### src/design/sap_pkg.sv
// ----------------------------------------------------------------------------
// Shelf atlas packer package
// Shared sizes, page record types and result codes of the shelf packer.
// ----------------------------------------------------------------------------
package sap_pkg;

	// Atlas geometry.
	localparam int PAGE_SIZE = 1024;
	localparam int MAX_PAGES = 8;

	// Fixed field widths of the request and result items.
	localparam int COORD_W    = 11;
	localparam int PAD_W      = 4;
	localparam int PAGE_OUT_W = 3;
	localparam int STATUS_W   = 2;

	// Derived internal widths.
	localparam int PIDX_W = (MAX_PAGES > 1) ? $clog2(MAX_PAGES) : 1;
	localparam int CNT_W  = $clog2(MAX_PAGES + 1);
	localparam int CUR_W  = $clog2(PAGE_SIZE) + 1;
	localparam int DIM_W  = COORD_W + 1;
	localparam int SUM_W  = ((CUR_W > DIM_W) ? CUR_W : DIM_W) + 2;

	// Result status codes.
	typedef enum logic [STATUS_W-1:0] {
		ST_PLACED    = 2'd0,
		ST_EMPTY     = 2'd1,
		ST_TOO_LARGE = 2'd2,
		ST_NO_PAGE   = 2'd3
	} status_t;

	// Packing state of one page.
	typedef struct packed {
		logic [CUR_W-1:0] cx;
		logic [CUR_W-1:0] cy;
		logic [CUR_W-1:0] sh;
	} page_t;

	// Write request into the page store.
	typedef struct packed {
		logic              en;
		logic [PIDX_W-1:0] addr;
		page_t             data;
	} pg_wr_t;

	// Verdict of the fit unit for one page.
	typedef struct packed {
		logic             fit;
		logic [CUR_W-1:0] nx;
		logic [CUR_W-1:0] ny;
		logic [CUR_W-1:0] rh;
	} fit_t;

endpackage

### src/design/sap_req_if.sv
// ----------------------------------------------------------------------------
// Request channel
// Valid/ready channel that carries one rectangle request per item.
// ----------------------------------------------------------------------------
interface sap_req_if;
	logic                        valid;
	logic                        ready;
	logic [sap_pkg::COORD_W-1:0] rect_width;
	logic [sap_pkg::COORD_W-1:0] rect_height;

	modport source (output valid, output rect_width, output rect_height, input ready);
	modport sink (input valid, input rect_width, input rect_height, output ready);
endinterface

### src/design/sap_res_if.sv
// ----------------------------------------------------------------------------
// Result channel
// Valid/ready channel that carries one placement result per item.
// ----------------------------------------------------------------------------
interface sap_res_if;
	logic                           valid;
	logic                           ready;
	sap_pkg::status_t               status;
	logic [sap_pkg::PAGE_OUT_W-1:0] atlas_page;
	logic [sap_pkg::COORD_W-1:0]    x_origin;
	logic [sap_pkg::COORD_W-1:0]    y_origin;
	logic [sap_pkg::COORD_W-1:0]    x_end;
	logic [sap_pkg::COORD_W-1:0]    y_end;

	modport source (output valid, output status, output atlas_page, output x_origin,
		output y_origin, output x_end, output y_end, input ready);
	modport sink (input valid, input status, input atlas_page, input x_origin,
		input y_origin, input x_end, input y_end, output ready);
endinterface

### src/design/sap_fit.sv
// ----------------------------------------------------------------------------
// Shelf fit unit
// Tests one page against a padded request: shelf wrap and height check.
// ----------------------------------------------------------------------------
module sap_fit (
	input  sap_pkg::page_t                 page,
	input  logic [sap_pkg::DIM_W-1:0]      pw,
	input  logic [sap_pkg::DIM_W-1:0]      ph,
	input  logic [sap_pkg::PAD_W-1:0]      pad,
	output sap_pkg::fit_t                  verdict
);
	logic [sap_pkg::SUM_W-1:0] x_sum;
	logic [sap_pkg::SUM_W-1:0] y_base;
	logic [sap_pkg::SUM_W-1:0] y_sum;
	logic                      wrap;

	// The shelf wraps when the request runs past the right edge.
	assign x_sum = sap_pkg::SUM_W'(page.cx) + sap_pkg::SUM_W'(pw);
	assign wrap  = x_sum > sap_pkg::SUM_W'(sap_pkg::PAGE_SIZE);

	// A wrapped request starts below the current shelf.
	assign y_base = wrap ? (sap_pkg::SUM_W'(page.cy) + sap_pkg::SUM_W'(page.sh))
		: sap_pkg::SUM_W'(page.cy);
	assign y_sum  = y_base + sap_pkg::SUM_W'(ph);

	// Verdict and the cursor the placement would start from.
	always_comb begin
		verdict.fit = y_sum <= sap_pkg::SUM_W'(sap_pkg::PAGE_SIZE);
		verdict.nx  = wrap ? sap_pkg::CUR_W'(pad) : page.cx;
		verdict.ny  = y_base[sap_pkg::CUR_W-1:0];
		verdict.rh  = wrap ? '0 : page.sh;
	end
endmodule

### src/design/sap_pages.sv
// ----------------------------------------------------------------------------
// Page store
// Cursor and shelf height of every atlas page, one write and one read port.
// ----------------------------------------------------------------------------
module sap_pages (
	input  logic                        clk,
	input  sap_pkg::pg_wr_t             wr,
	input  logic [sap_pkg::PIDX_W-1:0]  rd_addr,
	output sap_pkg::page_t              rd_data
);
	sap_pkg::page_t pages_q [sap_pkg::MAX_PAGES];
	sap_pkg::page_t rd_q;

	// Entries are written when a page opens or takes a rectangle.
	always_ff @(posedge clk) begin
		if (wr.en) begin
			pages_q[wr.addr] <= wr.data;
		end
	end

	// Registered read; the address is driven ahead of the scan to cover the read register.
	always_ff @(posedge clk) begin
		rd_q <= pages_q[rd_addr];
	end

	assign rd_data = rd_q;
endmodule

### src/design/shelf_atlas_packer.sv
// ----------------------------------------------------------------------------
// Shelf atlas packer
// Places rectangle requests on square atlas pages by first-fit shelf packing.
// ----------------------------------------------------------------------------
// Usage: a request item (rect_width, rect_height) enters on req; one result
// item (status, atlas_page, origin and end coordinates) leaves on res for
// every request. cfg_we with cfg_wdata sets the padding kept around each
// rectangle; write it only while no request is in flight.
// Timing: a request passes the setup state, one scan state per page examined
// (plus one more when no open page fits), the placement state when a page
// takes it and the emit state that loads the result register; empty or
// oversize requests go from setup straight to emit. The scan through the page
// store, one page per cycle through the shared fit unit, is the part that
// grows with the pages open. req.ready is high only between requests, in the
// idle state entered once the result has loaded.
// Reset: all pages close, padding returns to 1 and no result is pending.
// Stall: a result waits in the output register while res.ready is low; the
// next request is accepted meanwhile and its result waits until the register
// frees.
// ----------------------------------------------------------------------------
module shelf_atlas_packer (
	input  logic                       clk,
	input  logic                       arst_n,
	sap_req_if.sink                    req,
	sap_res_if.source                  res,
	input  logic                       cfg_we,
	input  logic [sap_pkg::PAD_W-1:0]  cfg_wdata
);
	typedef enum logic [4:0] {
		S_IDLE  = 5'b00001,
		S_SETUP = 5'b00010,
		S_SCAN  = 5'b00100,
		S_PLACE = 5'b01000,
		S_EMIT  = 5'b10000
	} state_t;

	localparam int SUM_W = sap_pkg::SUM_W;
	localparam int CUR_W = sap_pkg::CUR_W;
	localparam int CW    = sap_pkg::COORD_W;

	state_t                        state_q;
	logic [sap_pkg::PAD_W-1:0]     pad_q;
	logic [sap_pkg::CNT_W-1:0]     pages_open_q;
	logic [sap_pkg::CNT_W-1:0]     scan_q;
	logic [sap_pkg::CNT_W-1:0]     scan_nxt;
	logic [CW-1:0]                 w_q;
	logic [CW-1:0]                 h_q;
	logic [sap_pkg::DIM_W-1:0]     pw_q;
	logic [sap_pkg::DIM_W-1:0]     ph_q;
	logic [sap_pkg::PIDX_W-1:0]    sel_q;
	logic [CUR_W-1:0]              nx_q;
	logic [CUR_W-1:0]              ny_q;
	logic [CUR_W-1:0]              rh_q;

	// Pending result, copied to the output register once it is free.
	sap_pkg::status_t              rs_status_q;
	logic [sap_pkg::PAGE_OUT_W-1:0] rs_page_q;
	logic [CW-1:0]                 rs_x0_q;
	logic [CW-1:0]                 rs_y0_q;
	logic [CW-1:0]                 rs_x1_q;
	logic [CW-1:0]                 rs_y1_q;

	logic                          res_valid_q;
	sap_pkg::status_t              res_status_q;
	logic [sap_pkg::PAGE_OUT_W-1:0] res_page_q;
	logic [CW-1:0]                 res_x0_q;
	logic [CW-1:0]                 res_y0_q;
	logic [CW-1:0]                 res_x1_q;
	logic [CW-1:0]                 res_y1_q;

	sap_pkg::pg_wr_t               pg_wr;
	sap_pkg::page_t                pg_rd;
	sap_pkg::fit_t                 verdict;

	logic [sap_pkg::DIM_W-1:0]     pw_new;
	logic [sap_pkg::DIM_W-1:0]     ph_new;
	logic [SUM_W-1:0]              x0_sum;
	logic [SUM_W-1:0]              y0_sum;
	logic [SUM_W-1:0]              x1_sum;
	logic [SUM_W-1:0]              y1_sum;
	logic [SUM_W-1:0]              cx_next;
	logic [sap_pkg::PIDX_W+sap_pkg::PAGE_OUT_W-1:0] sel_ext;
	logic                          out_free;
	logic                          scan_end;
	logic                          oversize;

	// Page store and the shared fit unit.
	sap_pages u_pages (
		.clk     (clk),
		.wr      (pg_wr),
		.rd_addr (scan_nxt[sap_pkg::PIDX_W-1:0]),
		.rd_data (pg_rd)
	);

	sap_fit u_fit (
		.page    (pg_rd),
		.pw      (pw_q),
		.ph      (ph_q),
		.pad     (pad_q),
		.verdict (verdict)
	);

	// Page to be examined in the next cycle, so the store read is ready in time.
	always_comb begin
		scan_nxt = scan_q;
		if (state_q == S_SETUP) begin
			scan_nxt = '0;
		end else if (state_q == S_SCAN && !scan_end && !verdict.fit) begin
			scan_nxt = scan_q + 1'b1;
		end
	end

	// Padded size and the oversize check.
	assign pw_new   = sap_pkg::DIM_W'(w_q) + sap_pkg::DIM_W'({pad_q, 1'b0});
	assign ph_new   = sap_pkg::DIM_W'(h_q) + sap_pkg::DIM_W'({pad_q, 1'b0});
	assign oversize = (SUM_W'(pw_new) > SUM_W'(sap_pkg::PAGE_SIZE))
		|| (SUM_W'(ph_new) > SUM_W'(sap_pkg::PAGE_SIZE));

	// Placement arithmetic from the chosen cursor.
	assign x0_sum  = SUM_W'(nx_q) + SUM_W'(pad_q);
	assign y0_sum  = SUM_W'(ny_q) + SUM_W'(pad_q);
	assign x1_sum  = x0_sum + SUM_W'(w_q);
	assign y1_sum  = y0_sum + SUM_W'(h_q);
	assign cx_next = SUM_W'(nx_q) + SUM_W'(pw_q);
	assign sel_ext = {{sap_pkg::PAGE_OUT_W{1'b0}}, sel_q};

	// Page update happens in the placement cycle.
	always_comb begin
		pg_wr.en      = state_q == S_PLACE;
		pg_wr.addr    = sel_q;
		pg_wr.data.cx = cx_next[CUR_W-1:0];
		pg_wr.data.cy = ny_q;
		pg_wr.data.sh = (SUM_W'(ph_q) > SUM_W'(rh_q)) ? CUR_W'(ph_q) : rh_q;
	end

	assign scan_end = scan_q == pages_open_q;
	assign out_free = !res_valid_q || res.ready;
	assign req.ready = state_q == S_IDLE;

	// Padding register.
	always_ff @(posedge clk or negedge arst_n) begin
		if (!arst_n) begin
			pad_q <= sap_pkg::PAD_W'(1);
		end else if (cfg_we) begin
			pad_q <= cfg_wdata;
		end
	end

	// Sequencer: setup, page scan, placement, result hand-off.
	always_ff @(posedge clk or negedge arst_n) begin
		if (!arst_n) begin
			state_q      <= S_IDLE;
			pages_open_q <= '0;
			scan_q       <= '0;
		end else begin
			unique case (state_q)
				S_IDLE: begin
					if (req.valid) begin
						state_q <= S_SETUP;
					end
				end
				S_SETUP: begin
					scan_q <= '0;
					if (w_q == '0 || h_q == '0 || oversize) begin
						state_q <= S_EMIT;
					end else begin
						state_q <= S_SCAN;
					end
				end
				S_SCAN: begin
					if (scan_end) begin
						if (pages_open_q == sap_pkg::CNT_W'(sap_pkg::MAX_PAGES)) begin
							state_q <= S_EMIT;
						end else begin
							pages_open_q <= pages_open_q + 1'b1;
							state_q      <= S_PLACE;
						end
					end else if (verdict.fit) begin
						state_q <= S_PLACE;
					end else begin
						scan_q <= scan_q + 1'b1;
					end
				end
				S_PLACE: begin
					state_q <= S_EMIT;
				end
				S_EMIT: begin
					if (out_free) begin
						state_q <= S_IDLE;
					end
				end
				default: begin
					state_q <= S_IDLE;
				end
			endcase
		end
	end

	// Working registers of the request under way.
	always_ff @(posedge clk) begin
		unique case (state_q)
			S_IDLE: begin
				w_q <= req.rect_width;
				h_q <= req.rect_height;
			end
			S_SETUP: begin
				pw_q        <= pw_new;
				ph_q        <= ph_new;
				rs_page_q   <= '0;
				rs_x0_q     <= '0;
				rs_y0_q     <= '0;
				rs_x1_q     <= '0;
				rs_y1_q     <= '0;
				if (w_q == '0 || h_q == '0) begin
					rs_status_q <= sap_pkg::ST_EMPTY;
				end else begin
					rs_status_q <= sap_pkg::ST_TOO_LARGE;
				end
			end
			S_SCAN: begin
				if (scan_end) begin
					rs_status_q <= sap_pkg::ST_NO_PAGE;
					sel_q       <= pages_open_q[sap_pkg::PIDX_W-1:0];
					nx_q        <= CUR_W'(pad_q);
					ny_q        <= CUR_W'(pad_q);
					rh_q        <= '0;
				end else begin
					sel_q <= scan_q[sap_pkg::PIDX_W-1:0];
					nx_q  <= verdict.nx;
					ny_q  <= verdict.ny;
					rh_q  <= verdict.rh;
				end
			end
			S_PLACE: begin
				rs_status_q <= sap_pkg::ST_PLACED;
				rs_page_q   <= sel_ext[sap_pkg::PAGE_OUT_W-1:0];
				rs_x0_q     <= x0_sum[CW-1:0];
				rs_y0_q     <= y0_sum[CW-1:0];
				rs_x1_q     <= x1_sum[CW-1:0];
				rs_y1_q     <= y1_sum[CW-1:0];
			end
			S_EMIT: begin
			end
			default: begin
			end
		endcase
	end

	// Output register valid.
	always_ff @(posedge clk or negedge arst_n) begin
		if (!arst_n) begin
			res_valid_q <= 1'b0;
		end else if (state_q == S_EMIT && out_free) begin
			res_valid_q <= 1'b1;
		end else if (res.ready) begin
			res_valid_q <= 1'b0;
		end
	end

	// Output register payload.
	always_ff @(posedge clk) begin
		if (state_q == S_EMIT && out_free) begin
			res_status_q <= rs_status_q;
			res_page_q   <= rs_page_q;
			res_x0_q     <= rs_x0_q;
			res_y0_q     <= rs_y0_q;
			res_x1_q     <= rs_x1_q;
			res_y1_q     <= rs_y1_q;
		end
	end

	assign res.valid      = res_valid_q;
	assign res.status     = res_status_q;
	assign res.atlas_page = res_page_q;
	assign res.x_origin   = res_x0_q;
	assign res.y_origin   = res_y0_q;
	assign res.x_end      = res_x1_q;
	assign res.y_end      = res_y1_q;

	// The open page count never passes the number of pages.
	a_pages_bound: assert property (@(posedge clk) disable iff (!arst_n)
		pages_open_q <= sap_pkg::CNT_W'(sap_pkg::MAX_PAGES))
		else $error("open page count exceeds the page total");

	// Pages open one at a time and never close outside reset.
	a_pages_step: assert property (@(posedge clk) disable iff (!arst_n)
		1'b1 |=> (pages_open_q == $past(pages_open_q))
		|| (pages_open_q == $past(pages_open_q) + 1'b1))
		else $error("open page count moved by more than one");

	// A page is written only once it is open.
	a_write_open: assert property (@(posedge clk) disable iff (!arst_n)
		pg_wr.en |-> (sap_pkg::CNT_W'(sel_q) < pages_open_q))
		else $error("page store written beyond the open pages");

	// A result that is not a placement carries zero coordinates.
	a_fault_zero: assert property (@(posedge clk) disable iff (!arst_n)
		(res.valid && res.status != sap_pkg::ST_PLACED) |->
		(res.atlas_page == '0 && res.x_origin == '0 && res.y_origin == '0
		&& res.x_end == '0 && res.y_end == '0))
		else $error("fault result carries a placement");
endmodule
### src/flat_wrapper.sv
// flat-port wrapper written by rule: the top's interface ports become plain ports
module shelf_atlas_packer_flat 
  (clk, arst_n, cfg_we, cfg_wdata, req_valid, req_rect_width, req_rect_height, req_ready, res_valid, res_status, res_atlas_page, res_x_origin, res_y_origin, res_x_end, res_y_end, res_ready);
  sap_req_if req_i ();
  sap_res_if res_i ();
  input  logic clk;
  input  logic arst_n;
  input  logic cfg_we;
  input  logic [sap_pkg::PAD_W-1:0] cfg_wdata;
  input wire logic [$bits(req_i.valid)-1:0] req_valid;
  input wire logic [$bits(req_i.rect_width)-1:0] req_rect_width;
  input wire logic [$bits(req_i.rect_height)-1:0] req_rect_height;
  output wire logic [$bits(req_i.ready)-1:0] req_ready;
  output wire logic [$bits(res_i.valid)-1:0] res_valid;
  output wire logic [$bits(res_i.status)-1:0] res_status;
  output wire logic [$bits(res_i.atlas_page)-1:0] res_atlas_page;
  output wire logic [$bits(res_i.x_origin)-1:0] res_x_origin;
  output wire logic [$bits(res_i.y_origin)-1:0] res_y_origin;
  output wire logic [$bits(res_i.x_end)-1:0] res_x_end;
  output wire logic [$bits(res_i.y_end)-1:0] res_y_end;
  input wire logic [$bits(res_i.ready)-1:0] res_ready;
  assign req_i.valid = req_valid;
  assign req_i.rect_width = req_rect_width;
  assign req_i.rect_height = req_rect_height;
  assign req_ready = req_i.ready;
  assign res_valid = res_i.valid;
  assign res_status = res_i.status;
  assign res_atlas_page = res_i.atlas_page;
  assign res_x_origin = res_i.x_origin;
  assign res_y_origin = res_i.y_origin;
  assign res_x_end = res_i.x_end;
  assign res_y_end = res_i.y_end;
  assign res_i.ready = res_ready;
  shelf_atlas_packer u_core (.clk(clk), .arst_n(arst_n), .req(req_i), .res(res_i), .cfg_we(cfg_we), .cfg_wdata(cfg_wdata));
endmodule
### config.mk
export PLATFORM = sky130hd
export DESIGN_NAME = shelf_atlas_packer_flat
export DESIGN_NICKNAME = d
export VERILOG_FILES = /design/src/design/sap_pkg.sv /design/src/design/sap_req_if.sv /design/src/design/sap_res_if.sv /design/src/design/sap_fit.sv /design/src/design/sap_pages.sv /design/src/design/shelf_atlas_packer.sv /design/src/flat_wrapper.sv
export SDC_FILE = /design/constraint.sdc
export NUM_CORES = 1
export LEC_CHECK = 0
export BUFFER_PORTS_ARGS = -buffer_cell sky130_fd_sc_hd__buf_2
export CORE_UTILIZATION = 32
export DETAILED_ROUTE_END_ITERATION = 10
export GPL_TIMING_DRIVEN = 0
export PLACE_DENSITY = 0.57
export SKIP_CTS_REPAIR_TIMING = 1
export SYNTH_ARGS = -nofsm -noshare
export SYNTH_HDL_FRONTEND = slang
export SYNTH_SLANG_ARGS = --single-unit
### constraint.sdc
create_clock -name clk -period 16.86 [get_ports clk]
set_input_delay 1.686 -clock clk [delete_from_list [all_inputs] [get_ports clk]]
set_output_delay 1.686 -clock clk [all_outputs]
set_load 0.05 [all_outputs]
==> results of run 1 <==
[placed cells by master, fill, tap and decap left out, types with 6 or more instances in the layout]
master / n
sky130_fd_sc_hd__mux2_2: 29
sky130_fd_sc_hd__nand3b_1: 6
sky130_fd_sc_hd__clkbuf_16: 51
sky130_fd_sc_hd__ha_1: 94
sky130_fd_sc_hd__mux2i_1: 74
sky130_fd_sc_hd__fa_1: 10
sky130_fd_sc_hd__and2_1: 35
sky130_fd_sc_hd__a21oi_1: 49
sky130_fd_sc_hd__xor2_1: 23
sky130_fd_sc_hd__o21ai_0: 62
sky130_fd_sc_hd__dfrtp_1: 16
sky130_fd_sc_hd__buf_2: 107
sky130_fd_sc_hd__o21bai_1: 54
sky130_fd_sc_hd__o211ai_1: 10
sky130_fd_sc_hd__nand2b_1: 12
sky130_fd_sc_hd__edfxtp_1: 444
sky130_fd_sc_hd__and3_1: 25
sky130_fd_sc_hd__or3_1: 7
sky130_fd_sc_hd__nand3_1: 19
sky130_fd_sc_hd__dfxtp_1: 33
sky130_fd_sc_hd__a21o_1: 20
sky130_fd_sc_hd__nor2_1: 125
sky130_fd_sc_hd__and4_1: 36
sky130_fd_sc_hd__buf_6: 14
sky130_fd_sc_hd__clkinv_1: 8
sky130_fd_sc_hd__clkinv_2: 10
sky130_fd_sc_hd__buf_4: 9
sky130_fd_sc_hd__a211oi_1: 6
sky130_fd_sc_hd__xnor2_1: 63
sky130_fd_sc_hd__nor3_1: 80
sky130_fd_sc_hd__nor4_1: 10
sky130_fd_sc_hd__nand2_1: 97
sky130_fd_sc_hd__inv_1: 67
sky130_fd_sc_hd__nor2b_1: 12
sky130_fd_sc_hd__clkbuf_1: 45
[per-layer routing]
| layer | wire (um) | track usage, % | part of all wire (%) | vias to the layer above |
|---|---|---|---|---|
| met1 | 24900 | 20.7 | 46 | 6723 |
| met5 | 0 | 0 | 0 | - |
| met4 | 1190 | 4.19 | 2.2 | 0 |
| li1 | - | - | - | 6532 |
| met3 | 2610 | 2.19 | 4.8 | 79 |
| met2 | 25900 | 25.8 | 47 | 384 |
[sequential cells by signal (all words and copies together) (netlist names), 5 cells and up]
signal and count:
u_core.res.y_end 11, u_core.ny_q 11, u_core.rs_x1_q 11, u_core.h_q 11
u_core.state_q 5, u_core.pw_q 12, u_core.u_pages.rd_data 33, u_core.rh_q 11
u_core.rs_y0_q 11, u_core.rs_x0_q 11, u_core.nx_q 11, u_core.u_pages.pages_q 264
u_core.res.x_origin 11, u_core.w_q 11, u_core.res.x_end 11, u_core.ph_q 12
u_core.res.y_origin 11, u_core.rs_y1_q 11
[synthesized netlist by cell type (all sizes together), types with 31 or more instances]
| library cell | number | area share [%] |
|---|---|---|
| o21bai | 54 | 1.8 |
| inv | 69 | 1.2 |
| nor3 | 84 | 1.9 |
| and4 | 36 | 1.4 |
| ha | 94 | 5.2 |
| and2 | 36 | 1.0 |
| a21oi | 50 | 1.1 |
| dfxtp | 33 | 2.9 |
| nand2 | 98 | 1.6 |
| mux2i | 74 | 3.3 |
| edfxtp | 444 | 59 |
| clkbuf | 32 | 0.54 |
| o21ai | 69 | 1.6 |
| nor2 | 128 | 2.1 |
| xnor2 | 63 | 2.5 |
| buf | 31 | 0.80 |
[stage by stage]
stage / cell area, um2 / utilization, %
floorplan: 22400 / -
global placement: 24000 / 34.8
detailed placement: 24400 / 35.4
CTS: 26000 / 37.7
global route: 26000 / 37.7
finish: 26000 / 37.7
[final timing paths]
kind,from,end,slack (ps),cells past startpoint
max,u_core.pw_q[0],u_core.u_pages.rd_data[21],9130,24
min,u_core.rs_x0_q[5],u_core.res.x_origin[5],410,0
max reg2reg,u_core.pw_q[0],u_core.u_pages.rd_data[21],9130,24
min reg2reg,u_core.rs_x0_q[5],u_core.res.x_origin[5],410,0
max in group asynchronous,arst_n,u_core.state_q[0],15500,1
min in group asynchronous,arst_n,u_core.pad_q[2],1030,1
[logic make-up after synthesis]
kind of cell | after synthesis | share of synthesized area (%)
flip-flops | 495 | 64.4
AO/OA/AOI/OAI | 250 | 7.32
multiplexers | 103 | 4.76
buffers and inverters | 132 | 2.49
XOR/XNOR | 86 | 3.36
adder cells (fa/ha/maj) | 104 | 6.13
AND/OR/NAND/NOR | 501 | 11.6
[power by group through the flow]
stage / clock network, mW / logic (mW) / registers, mW
2_1_floorplan: 0 / 0.969 / 1.61
3_3_place_gp: 0 / 1.33 / 1.63
3_5_place_dp: 0 / 1.37 / 1.62
4_1_cts: 1.12 / 1.37 / 1.60
5_1_grt: 1.16 / 1.51 / 1.61
6_report: 1.10 / 1.38 / 1.60
[layout make-up]
class | count | area (um2) | share of cell area (%)
buffer | 63 | 300 | 1.15
sequential | 495 | 14400 | 55.5
clock buffer | 68 | 1370 | 5.27
multi-input combinational | 1044 | 7500 | 28.8
tap | 931 | 1160 | 4.48
timing repair buffer | 107 | 734 | 2.82
clock inverter | 26 | 245 | 0.943
inverter | 69 | 259 | 0.996
==> metrics.txt, run 1 <==
# TYPE chip_impl_metric gauge
chip_impl_metric{name="fmax",unit="GHz"} 0.129
chip_impl_metric{name="synth.avg_cell_area",unit="um2"} 13.4
chip_impl_metric{name="drt_iter0_markers",unit=""} 869
chip_impl_metric{name="maxCapViolCount",unit=""} 0
chip_impl_metric{name="post_route_cells_drive_above_1_share",unit="%"} 14.4
chip_impl_metric{name="die_area",unit="um2"} 71200
chip_impl_metric{name="wire_length_of_the_first_global_routing_pass",unit="mm"} 82.9
chip_impl_metric{name="cell_internal_pwr",unit="mW"} 2.65
chip_impl_metric{name="power.sequential.fraction",unit="%"} 39.3
chip_impl_metric{name="synth_edf_count",unit=""} 444
chip_impl_metric{name="start_util",unit="%"} 32.5
chip_impl_metric{name="dr.pass1.iters",unit=""} 5
chip_impl_metric{name="worst_slack",unit="ps"} 9130
chip_impl_info{name="synth_top_flop_cell",value="sky130_fd_sc_hd__edfxtp_1"} 1
chip_impl_info{name="worstHoldPathType",value="flip-flop to flip-flop"} 1
chip_impl_metric{name="cts_inserted_buffers",unit=""} 50
chip_impl_metric{name="grt_overflow",unit=""} 0
chip_impl_metric{name="totalPowerFinal",unit="mW"} 4.08
chip_impl_metric{name="crit_path_max_fanout",unit=""} 10
chip_impl_metric{name="clk-insertion-delay-late",unit="ps"} 600
chip_impl_metric{name="yosys_register_bits",unit=""} 495
chip_impl_metric{name="clkSinkCount",unit=""} 495
chip_impl_info{name="status",value="completed"} 1
chip_impl_metric{name="io_pins",unit=""} 82
chip_impl_metric{name="final.setup_skew",unit="ps"} 26.8
chip_impl_metric{name="syn_inst",unit=""} 1671
chip_impl_info{name="timing.critical_path.max_delay_family",value="compound AO/OA/AOI/OAI gates"} 1
chip_impl_metric{name="number_of_rows_created_at_floorplan",unit=""} 96
chip_impl_metric{name="grt_start_max_net_pins",unit=""} 45
chip_impl_metric{name="power.share.clock",unit="%"} 27.0
chip_impl_metric{name="placedCellCount",unit=""} 2708
chip_impl_metric{name="share_of_the_cycle_needed_by_the_critical_path_after_routing",unit="%"} 45.8
chip_impl_metric{name="final_net_count",unit=""} 1965
chip_impl_metric{name="post_synth_num_cell_types",unit=""} 73
chip_impl_metric{name="number_of_antenna_violations_at_the_first_check_in_global_routing",unit=""} 1
chip_impl_metric{name="critPathRequiredTime",unit="ps"} 17360
chip_impl_metric{name="syn_area",unit="um2"} 22400
chip_impl_metric{name="dp_hpwl",unit="mm"} 39.1
chip_impl_info{name="clk_root_buffer_cell",value="sky130_fd_sc_hd__clkbuf_16"} 1
chip_impl_metric{name="ir_drop",unit="uV"} 72.5
chip_impl_info{name="tritoncts",value="done"} 1
chip_impl_metric{name="ys_seq_area_share",unit="%"} 64.4
chip_impl_metric{name="pre_cts_ws",unit="ps"} 9080
chip_impl_metric{name="routed_wire_length_per_instance",unit="um"} 19.5
chip_impl_metric{name="cpPeakStageDelay",unit="ps"} 720
chip_impl_metric{name="fp.dieW",unit="um"} 267
chip_impl_metric{name="vias_per_cell",unit=""} 4.89
chip_impl_metric{name="drv_slew",unit=""} 0
chip_impl_metric{name="first_global_vias",unit=""} 13700
chip_impl_info{name="worstSetupStartpointType",value="flip-flop"} 1
chip_impl_metric{name="stdcell_count",unit=""} 2803
chip_impl_info{name="grt_setup_unrepaired",value="false"} 1
chip_impl_metric{name="power_density_of_the_placed_cells",unit="nW/um2"} 157
chip_impl_metric{name="drtAntennaViolNets",unit=""} 0
chip_impl_metric{name="timing.slew.headroom",unit="%"} 12.0
chip_impl_metric{name="setup-violations-final",unit=""} 0
chip_impl_metric{name="comb_power_share",unit="%"} 33.7
chip_impl_metric{name="fin_hold_ws",unit="ps"} 414
chip_impl_metric{name="route.detailed.drc",unit=""} 0
chip_impl_info{name="cell_with_the_largest_stage_delay_on_the_worst_path",value="sky130_fd_sc_hd__o31ai_2"} 1
chip_impl_metric{name="totalNegativeSetupSlack",unit="ps"} 0
chip_impl_metric{name="timing.final.hold_violations",unit=""} 0
chip_impl_metric{name="worst_pin_slew",unit="ps"} 1320
chip_impl_metric{name="critical_path_arrival",unit="ps"} 8230
chip_impl_metric{name="fillCellCount",unit=""} 6555
chip_impl_metric{name="grt_use_total",unit="%"} 15.4
chip_impl_metric{name="routed_wirelength",unit="mm"} 54.6
chip_impl_metric{name="place_congestion",unit=""} 0.877
chip_impl_metric{name="ctsLongestPathBuffers",unit=""} 3
chip_impl_metric{name="clk_pin_slew_worst_paths",unit="ps"} 60
chip_impl_metric{name="power_leakage",unit="nW"} 9.90
chip_impl_metric{name="timing.final.crit_period",unit="ps"} 7730
chip_impl_metric{name="synthesis.yosys.warnings",unit=""} 0
chip_impl_metric{name="port_buffers",unit=""} 81
chip_impl_info{name="path_class",value="flip-flop to flip-flop"} 1
chip_impl_metric{name="async_reset_ff_share",unit="%"} 3.64
chip_impl_metric{name="ctsHtreeMaxLevel",unit=""} 2
chip_impl_info{name="worstSetupEndpointType",value="flip-flop"} 1
chip_impl_metric{name="antenna_cells",unit=""} 0
chip_impl_metric{name="worst-path-buf-inv",unit=""} 3
chip_impl_metric{name="core",unit="um2"} 68900
chip_impl_metric{name="area_delta_synth_final",unit="%"} 15.9
chip_impl_metric{name="dieHeight",unit="um"} 267
chip_impl_metric{name="route.vias.total",unit=""} 13700
chip_impl_metric{name="power.share.switching",unit="%"} 35.0
chip_impl_metric{name="number_of_nets_produced_by_synthesis",unit=""} 1806
chip_impl_metric{name="netSwitchingPower",unit="mW"} 1.43
chip_impl_info{name="crit_chain",value="ha_1, fa_1, xor2_1, or3_1, nor4_1, o211ai_1, a211oi_1, a21oi_1, o31ai_2, buf_2, mux2i_1, inv_1, ha_1, a211o_1, o211ai_1, a21oi_1, nor3_1, o21ai_0, o2bb2ai_1, a21boi_0, o21ai_1, clkbuf_1, o21bai_1, and4_1"} 1
Power figures use the tool's default switching activity.
==> run 2: changes to the inputs <==
==> constraint.sdc (replaced) <==
create_clock -name clk -period 7.35 [get_ports clk]
set_input_delay 0.735 -clock clk [delete_from_list [all_inputs] [get_ports clk]]
set_output_delay 0.735 -clock clk [all_outputs]
set_load 0.05 [all_outputs]
==> metrics.txt, run 2 (synthesis gave the netlist of run 1 again) <==
# TYPE chip_impl_metric gauge
chip_impl_info{name="status",value="completed"} 1
chip_impl_metric{name="timing.final.hold_violations",unit=""} 0
chip_impl_metric{name="timing.final.crit_period",unit="ps"} 7010
chip_impl_metric{name="port_buffers",unit=""} 81
chip_impl_metric{name="antenna_cells",unit=""} 0
chip_impl_metric{name="final_net_count",unit=""} 1970
chip_impl_metric{name="setup-violations-final",unit=""} 0
chip_impl_metric{name="number_of_antenna_violations_at_the_first_check_in_global_routing",unit=""} 1
chip_impl_metric{name="clk-insertion-delay-late",unit="ps"} 600
chip_impl_metric{name="drv_slew",unit=""} 0
chip_impl_metric{name="power_density_of_the_placed_cells",unit="nW/um2"} 360
chip_impl_metric{name="ctsHtreeMaxLevel",unit=""} 2
chip_impl_metric{name="route.vias.total",unit=""} 13700
chip_impl_metric{name="worst_pin_slew",unit="ps"} 1310
chip_impl_metric{name="final.setup_skew",unit="ps"} 27.3
chip_impl_metric{name="clkSinkCount",unit=""} 495
chip_impl_info{name="worstSetupStartpointType",value="flip-flop"} 1
chip_impl_info{name="clk_root_buffer_cell",value="sky130_fd_sc_hd__clkbuf_16"} 1
chip_impl_metric{name="drtAntennaViolNets",unit=""} 0
chip_impl_metric{name="critPathRequiredTime",unit="ps"} 7860
chip_impl_metric{name="power_leakage",unit="nW"} 9.95
chip_impl_info{name="commonest_non_fill_non_tap_cell_in_the_layout",value="sky130_fd_sc_hd__edfxtp_1"} 1
chip_impl_metric{name="clk_pin_slew_worst_paths",unit="ps"} 60
chip_impl_metric{name="route.detailed.drc",unit=""} 0
chip_impl_metric{name="die_area",unit="um2"} 71200
chip_impl_info{name="worstSetupEndpointType",value="flip-flop"} 1
chip_impl_metric{name="dr.pass1.iters",unit=""} 5
chip_impl_info{name="largest_register",value="u_core.u_pages.pages_q"} 1
chip_impl_info{name="worstHoldPathType",value="input pin to asynchronous set/reset pin"} 1
chip_impl_metric{name="multi_input_comb_area",unit="um2"} 7540
chip_impl_metric{name="core",unit="um2"} 68900
chip_impl_metric{name="register_area",unit="um2"} 14400
chip_impl_metric{name="ctsLongestPathBuffers",unit=""} 3
chip_impl_metric{name="dp_hpwl",unit="mm"} 39.1
chip_impl_metric{name="timing.slew.headroom",unit="%"} 12.4
chip_impl_metric{name="fp.dieW",unit="um"} 267
chip_impl_metric{name="share_of_the_cycle_needed_by_the_critical_path_after_routing",unit="%"} 95.3
chip_impl_info{name="tritoncts",value="done"} 1
chip_impl_metric{name="fmax",unit="GHz"} 0.143
chip_impl_metric{name="final_util",unit="%"} 37.9
chip_impl_info{name="path_class",value="flip-flop to flip-flop"} 1
chip_impl_metric{name="area_delta_synth_final",unit="%"} 16.4
chip_impl_metric{name="crit_path_max_fanout",unit=""} 10
chip_impl_metric{name="vias_per_cell",unit=""} 4.89
chip_impl_metric{name="fillCellCount",unit=""} 6553
chip_impl_metric{name="wire_length_of_the_first_global_routing_pass",unit="mm"} 82.9
chip_impl_metric{name="critical_path_arrival",unit="ps"} 7510
chip_impl_metric{name="first_global_vias",unit=""} 13700
chip_impl_info{name="mostFrequentLayoutCells",value="sky130_fd_sc_hd__edfxtp_1, sky130_fd_sc_hd__nor2_1, sky130_fd_sc_hd__buf_2"} 1
chip_impl_metric{name="number_of_rows_created_at_floorplan",unit=""} 96
chip_impl_metric{name="worst_slack",unit="ps"} 342
chip_impl_metric{name="grt_overflow",unit=""} 0
chip_impl_metric{name="drt_iter0_markers",unit=""} 950
chip_impl_metric{name="cts_inserted_buffers",unit=""} 50
chip_impl_metric{name="start_util",unit="%"} 32.5
chip_impl_metric{name="maxCapViolCount",unit=""} 0
chip_impl_metric{name="dieHeight",unit="um"} 267
chip_impl_metric{name="grt_use_total",unit="%"} 15.4
chip_impl_metric{name="routed_wirelength",unit="mm"} 54.8
chip_impl_metric{name="routed_wire_length_per_instance",unit="um"} 19.5
chip_impl_metric{name="io_pins",unit=""} 82
chip_impl_metric{name="largest_reg_flops",unit=""} 264
chip_impl_metric{name="ir_drop",unit="uV"} 166
chip_impl_metric{name="post_route_cells_drive_above_1_share",unit="%"} 15.3
chip_impl_metric{name="grt_start_max_net_pins",unit=""} 45
chip_impl_metric{name="pre_cts_ws",unit="ps"} -429
chip_impl_metric{name="place_congestion",unit=""} 0.877
## run 2: cell count changes in the layout (fill, tap and decap cells not counted), sizes merged
cell / previous run / this run
clkbuf: 101 / 105
buf: 137 / 138
## run 2: stage by stage
step	hold slack [ps]	total power, mW	cell area [um2]	instances	TNS [ps]
after global routing	81.2	9.88	26100	2808	-620
after detailed placement	405	6.86	24400	2708	-9940
after global placement	402	6.79	24000	2683	-38220
after floorplan	400	5.92	22400	1671	0
after CTS	54.4	9.40	26000	2802	-10100
final	76.6	9.40	26100	2808	0
## run 2: final timing paths
kind,startpoint,endpoint,slack (ps),cells past startpoint
max,u_core.pw_q[0],u_core.u_pages.rd_data[21],340,27
min,arst_n,u_core.pad_q[2],80,1
max reg2reg,u_core.pw_q[0],u_core.u_pages.rd_data[21],340,27
min reg2reg,u_core.rs_x0_q[5],u_core.res.x_origin[5],410,0
max in group asynchronous,arst_n,u_core.state_q[0],6940,1
min in group clk,req_rect_height[5],u_core.h_q[5],310,1
## run 2: report_power, final
part	leakage [nW]	internal, mW	total (mW)	switching (mW)
sequential	4.54	3.47	3.68	0.211
combinational	4.62	1.19	3.20	2.01
clock	0.794	1.45	2.52	1.07
total	9.95	6.11	9.40	3.29
## run 2: worst max-delay path, cell delays in order, from the launching register on
cell and delay, ps:
sky130_fd_sc_hd__edfxtp_1 430, sky130_fd_sc_hd__ha_1 240, sky130_fd_sc_hd__fa_1 400, sky130_fd_sc_hd__xor2_1 150, sky130_fd_sc_hd__or3_1 320, sky130_fd_sc_hd__nor4_1 260
sky130_fd_sc_hd__o211ai_1 120, sky130_fd_sc_hd__a211oi_1 270, sky130_fd_sc_hd__a21oi_1 120, sky130_fd_sc_hd__o31ai_4 300, sky130_fd_sc_hd__buf_12 160, sky130_fd_sc_hd__buf_2 250
sky130_fd_sc_hd__mux2_2 420, sky130_fd_sc_hd__ha_1 280, sky130_fd_sc_hd__buf_2 190, sky130_fd_sc_hd__o211ai_1 140, sky130_fd_sc_hd__and3_1 190, sky130_fd_sc_hd__a31o_1 180
sky130_fd_sc_hd__nor4_1 310, sky130_fd_sc_hd__nor4b_4 250, sky130_fd_sc_hd__buf_4 180, sky130_fd_sc_hd__mux2i_2 320, sky130_fd_sc_hd__or2_1 240, sky130_fd_sc_hd__buf_2 280
sky130_fd_sc_hd__buf_2 300, sky130_fd_sc_hd__nor2_1 60, sky130_fd_sc_hd__o21bai_1 180, sky130_fd_sc_hd__and4_1 350
## run 2: layout make-up
| type | instances | share of cell area (%) |
|---|---|---|
| well taps | 931 | 4.46 |
| flip-flops and latches | 495 | 55.3 |
| multi-input cells | 1044 | 28.9 |
| repair buffers | 112 | 3.00 |
| plain buffers | 63 | 1.22 |
| clock buffers | 68 | 5.24 |
| clock inverters | 26 | 0.938 |
| inverters | 69 | 0.991 |
## run 2: per-layer routing
| metal | GRT usage (%) | share of wire, % | vias up |
|---|---|---|---|
| met1 | 20.7 | 45 | 6737 |
| li1 | - | - | 6541 |
| met2 | 25.8 | 47 | 386 |
| met3 | 2.19 | 5.4 | 73 |
| met5 | 0 | 0 | - |
| met4 | 4.19 | 2.2 | 0 |
